### config.mk
export PLATFORM = sky130hd
export DESIGN_NAME = satfo_ctrl
export DESIGN_NICKNAME = d
export VERILOG_FILES = /design/src/hw/rtl/satfo_pkg.sv /design/src/hw/rtl/satfo_ctrl.sv
export SDC_FILE = /design/constraint.sdc
export NUM_CORES = 1
export LEC_CHECK = 0
export ABC_AREA = 1
export BUFFER_PORTS_ARGS = -buffer_cell sky130_fd_sc_hd__buf_2
export CELL_PAD_IN_SITES_DETAIL_PLACEMENT = 0
export CELL_PAD_IN_SITES_GLOBAL_PLACEMENT = 2
export CORE_MARGIN = 4
export CORE_UTILIZATION = 29
export DETAILED_ROUTE_END_ITERATION = 16
export PLACE_DENSITY_LB_ADDON = 0.1
export SKIP_LAST_GASP = 1
export SYNTH_ARGS = -nofsm -noshare
export SYNTH_HDL_FRONTEND = slang
export SYNTH_SLANG_ARGS = --single-unit
export TNS_END_PERCENT = 1
### constraint.sdc
create_clock -name i_clk -period 4.4 [get_ports i_clk]
set_input_delay 0.22 -clock i_clk [delete_from_list [all_inputs] [get_ports i_clk]]
set_output_delay 0.22 -clock i_clk [all_outputs]
set_load 0.005 [all_outputs]
### src/hw/rtl/satfo_pkg.sv
package satfo_pkg;

    localparam int ADDR_W    = 64;
    localparam int TYPE_W    = 32;
    localparam int CNT_W     = 7;
    localparam int IDX_W     = 6;
    localparam int CFG_IDX_W = 3;
    localparam int TSIZE_W   = 2 * CNT_W;

    // one table entry as stored: start, length, file offset, skippable
    localparam int ENTRY_W = 3 * ADDR_W + 1;

    localparam logic KIND_LOAD  = 1'b0;
    localparam logic KIND_QUERY = 1'b1;

    localparam logic [CFG_IDX_W-1:0] CFG_EXEC_MODE    = 3'd0;
    localparam logic [CFG_IDX_W-1:0] CFG_TABLE_OFFSET = 3'd1;
    localparam logic [CFG_IDX_W-1:0] CFG_ENTRY_COUNT  = 3'd2;
    localparam logic [CFG_IDX_W-1:0] CFG_ENTRY_BYTES  = 3'd3;
    localparam logic [CFG_IDX_W-1:0] CFG_IMAGE_SIZE   = 3'd4;

    localparam logic [CNT_W-1:0] ENTRY_BYTES_RST = 7'd64;

    localparam logic [TYPE_W-1:0] TYPE_NULL   = 32'd0;
    localparam logic [TYPE_W-1:0] TYPE_NOBITS = 32'd8;

    typedef struct packed {
        logic load_wr;
        logic query_start;
        logic check;
        logic rd_en;
        logic capture;
        logic out_load;
        logic found;
    } t_cmd;

    typedef struct packed {
        logic fits;
        logic hit;
    } t_status;

endpackage

### src/hw/rtl/satfo_ctrl.sv
module satfo_ctrl
    import satfo_pkg::*;
#(
    parameter int TABLE_DEPTH = 64,
    parameter int AW = (TABLE_DEPTH > 1) ? $clog2(TABLE_DEPTH) : 1,
    parameter int CW = $clog2(TABLE_DEPTH + 1)
) (
    input  logic          i_clk,
    input  logic          i_rst_n,
    input  logic          i_in_valid,
    input  logic          i_kind,
    output logic          o_in_stall,
    output logic          o_out_valid,
    input  logic          i_out_stall,
    input  t_status       i_status,
    input  logic [CW-1:0] i_walk_len,
    output t_cmd          o_cmd,
    output logic [AW-1:0] o_rd_addr
);

    typedef enum logic [1:0] {
        S_IDLE,
        S_CHECK,
        S_WALK,
        S_DONE
    } t_state;

    t_state        r_state;
    logic [CW-1:0] r_idx;
    logic          r_pend;
    logic          r_found;
    logic          r_out_valid;

    logic w_in_acc;
    logic w_issue;
    logic w_out_free;

    assign w_in_acc   = (r_state == S_IDLE) && i_in_valid;
    assign w_issue    = (r_state == S_WALK) && i_status.fits && (r_idx < i_walk_len);
    assign w_out_free = !r_out_valid || !i_out_stall;

    assign o_cmd.load_wr     = w_in_acc && (i_kind == KIND_LOAD);
    assign o_cmd.query_start = w_in_acc && (i_kind == KIND_QUERY);
    assign o_cmd.check       = (r_state == S_CHECK);
    assign o_cmd.rd_en       = w_issue;
    assign o_cmd.capture     = (r_state == S_WALK) && r_pend && i_status.hit;
    assign o_cmd.out_load    = (r_state == S_DONE) && w_out_free;
    assign o_cmd.found       = r_found;

    assign o_rd_addr   = r_idx[AW-1:0];
    assign o_in_stall  = (r_state != S_IDLE);
    assign o_out_valid = r_out_valid;

    always_ff @(posedge i_clk) begin
        if (!i_rst_n) begin
            r_state     <= S_IDLE;
            r_idx       <= '0;
            r_pend      <= 1'b0;
            r_found     <= 1'b0;
            r_out_valid <= 1'b0;
        end else begin
            if ((r_state == S_DONE) && w_out_free) begin
                r_out_valid <= 1'b1;
            end else if (!i_out_stall) begin
                r_out_valid <= 1'b0;
            end
            unique case (r_state)
                S_IDLE: begin
                    if (o_cmd.query_start) begin
                        r_state <= S_CHECK;
                        r_idx   <= '0;
                        r_pend  <= 1'b0;
                        r_found <= 1'b0;
                    end
                end
                S_CHECK: begin
                    r_state <= S_WALK;
                end
                S_WALK: begin
                    r_pend <= w_issue;
                    if (w_issue) begin
                        r_idx <= r_idx + 1'b1;
                    end
                    // stop on failed check, first hit, or end of table
                    priority if (!i_status.fits) begin
                        r_state <= S_DONE;
                        r_found <= 1'b0;
                    end else if (r_pend && i_status.hit) begin
                        r_state <= S_DONE;
                        r_found <= 1'b1;
                    end else if (!r_pend && !w_issue) begin
                        r_state <= S_DONE;
                        r_found <= 1'b0;
                    end else begin
                        r_state <= S_WALK;
                    end
                end
                S_DONE: begin
                    if (w_out_free) begin
                        r_state <= S_IDLE;
                    end
                end
                default: begin
                    r_state <= S_IDLE;
                end
            endcase
        end
    end

endmodule

==> results.toml <==
[run_status]
status = "complete, no violations"

[finish]
fillCellCount = 344
antennaDiodeCount = 0
drive_gt1_frac = 0.272
areaGrowthSynthToFinish_pct = 17.6
nNetsFinal = 189

[critical_path]
critical-path-slowest-cell = "dfxtp_1"
worstSetupStartpointType = "register"
cp_data_arrival_time_ns = 1.58
cp.required_ns = 4.18
critPathMaxStageDelay_ns = 0.44
worstPathCellList = "ha_1 -> a21oi_1 -> nand2_1 -> nand2_1 -> nand2_1 -> inv_2 -> buf_2"
endpoint_kind = "primary output"
path_class = "reg -> out"
cpLargestDelayFamily = "flip-flops"
crit_buf_inv = 2
worst-path-max-fanout = 7
path_common_cell = "nand2_1"

[flow_run]
drv_cap = 0

[floorplanning]
io-pin-count = 29
fp.coreArea_mm2 = 0.00313
die_w_um = 66.0
die_area_mm2 = 0.00435
start_util = 0.312
std_cell_rows = 20
die_h_um = 66.0

[timing]
final-hold-violation-count = 0
drv_slew = 0
finClkSkew_ns = 0.00281
finalSetupViolCount = 0
setup_tns_ns = 0
worst_pin_slew_ns = 0.348
max-slew-margin-rel = 0.768
fin_ws_ns = 2.60
fin_crit_sh = 0.409
fmax_mhz = 556
period_needed_ns = 1.80
rsz0062_at_grt = "no"

[global_routing]
grt_remaining_overflow = 0
grt_usage = 0.117
grt_antenna_before_repair = 0
grt_pass1_vias = 875
grt_max_degree = 10
grt_first_pass_wirelength_mm = 3.93

[drt]
wl_per_cell_um = 11.0
drt_wl_total_mm = 2.27
dr.first_iter.drc_count = 39
drc = 0
route.antenna.remaining_nets = 0
dr.pass1.iters = 4
route.vias.total = 907
viasPerCell = 4.40

[clock_network]
cts.repair.resized = 0
clkTransAtPathRegs_ns = 0.08
htreeDepth = 1
cts_made_buffers = 3
post_cts_buffers = 0
clock-sinks = 12
ctsHoldBuffers = 0
root_buffer = "clkbuf_4"
cts_tree = "built"
max-clock-path-buffers = 2
clkLatencyLatePin_ns = 0.27

[logic_synthesis]
synth_area_um2 = 975
syn-num-nets = 164
ys_ff_latch = 12
synth_cell_type_count = 24
syn_area_per_cell_um2 = 7.06
yosysWarnings = 0
syn_inst = 138
ys_seq_area_frac = 0.246

[placement]
dp_hpwl_mm = 1.90
dp_slack_ns = 2.72
globalplace.congestion = 0.797
io_buffers = 28

[power]
power.density_mw_per_mm2 = 373
vdd_drop_max_mv = 0.222
p_leak_nw = 0.589

[hold_path]
hold_class = "in -> reg"
[power breakdown]
group | internal, W | switching, W | leakage [nW]
logic | 0.0000825 | 0.000123 | 0.471
clock network | 0.0000502 | 0.0000393 | 0.0210
registers | 0.000123 | 0.0000104 | 0.0974
[routing by layer]
metal / vias to the layer above / global-route usage / part of all wire
met1: 403 / 0.136 / 0.44
met5: - / 0 / 0
met2: 22 / 0.210 / 0.50
met3: 2 / 0.0323 / 0.048
li1: 480 / - / -
met4: 0 / 0.0279 / 0.0066
[flip-flops by register name (all words and copies together), names as in the netlist]
name	cells
o_out_valid	1
r_found	1
r_idx	7
r_pend	1
r_state	2
[worst paths after layout]
| kind | from | endpoint | slack, ns | depth (start not counted) |
|---|---|---|---|---|
| worst min-delay path | i_rst_n | r_found$_SDFFE_PN0P_ | 0.23 | 3 |
| worst max-delay path | r_idx[2]$_SDFFE_PN0P_ | o_cmd[3] | 2.60 | 7 |
| worst min register to register | r_found$_SDFFE_PN0P_ | r_found$_SDFFE_PN0P_ | 0.49 | 2 |
| worst max register to register | r_idx[2]$_SDFFE_PN0P_ | r_idx[0]$_SDFFE_PN0P_ | 2.74 | 10 |
[kinds of logic after synthesis]
group | Yosys count | share of synthesized area
xor+xnor | 2 | 0.0180
compound gates | 19 | 0.114
flops | 12 | 0.246
buf+inv | 27 | 0.149
fa+ha+maj | 12 | 0.154
simple gates | 66 | 0.318
[tightest hold or removal path, cell delays in order]
cell	delay, ns
buf_2	0.14
nand2_1	0.07
nor2_1	0.03
[cell usage after synthesis, drive strengths merged]
| cell | count | area (um2) |
|---|---|---|
| nand2 | 36 | 160 |
| inv | 17 | 63.8 |
| a21oi | 15 | 75.1 |
| nor2 | 13 | 51.3 |
| dfxtp | 12 | 240 |
| ha | 12 | 150 |
| nand3 | 12 | 65.1 |
| buf | 8 | 60.1 |
| nor3b | 2 | 15.0 |
| o21ai | 2 | 21.3 |
| or2 | 2 | 12.5 |
| a31o | 1 | 8.76 |
| and3 | 1 | 6.26 |
| bufinv | 1 | 17.5 |
| clkinv | 1 | 3.75 |
| o22ai | 1 | 6.26 |
| xnor2 | 1 | 8.76 |
| xor2 | 1 | 8.76 |
[cell usage in the layout, fill, tap and decap left out]
cell type / n
nand2_1: 32
buf_2: 28
a21oi_1: 15
inv_1: 14
nor2_1: 12
ha_1: 12
dfxtp_1: 12
nand3_1: 11
inv_2: 3
nand2_4: 3
clkbuf_4: 3
or2_1: 2
nor3b_1: 2
nand2_2: 1
nor2_2: 1
clkinv_1: 1
nand3_2: 1
bufinv_8: 1
o22ai_1: 1
o21ai_1: 1
o21ai_4: 1
xor2_1: 1
a31o_2: 1
xnor2_1: 1
and3_1: 1
clkbuf_8: 1
[per-stage QoR]
step / std cells / cell area [um2] / power, W / hold slack [ns] / utilization
after global routing: 206 / 1150 / 0.000474 / 0.225 / 0.366
after global placement: 202 / 1110 / 0.000343 / 0.463 / 0.355
after detailed placement: 202 / 1110 / 0.000346 / 0.481 / 0.355
final: 206 / 1150 / 0.000428 / 0.225 / 0.366
after CTS: 206 / 1150 / 0.000438 / 0.217 / 0.366
after floorplan: 138 / 975 / 0.000292 / 0.341 / -
[final cells by class]
cell class,count,area [um2],area share
multi-input cells,99,589,0.514
flip-flops and latches,12,240,0.210
repair buffers,28,140,0.122
inverters,19,85.1,0.0742
well taps,44,55.1,0.0480
clock buffers,4,36.3,0.0317
Note: power is estimated with default switching activity, not from simulation.
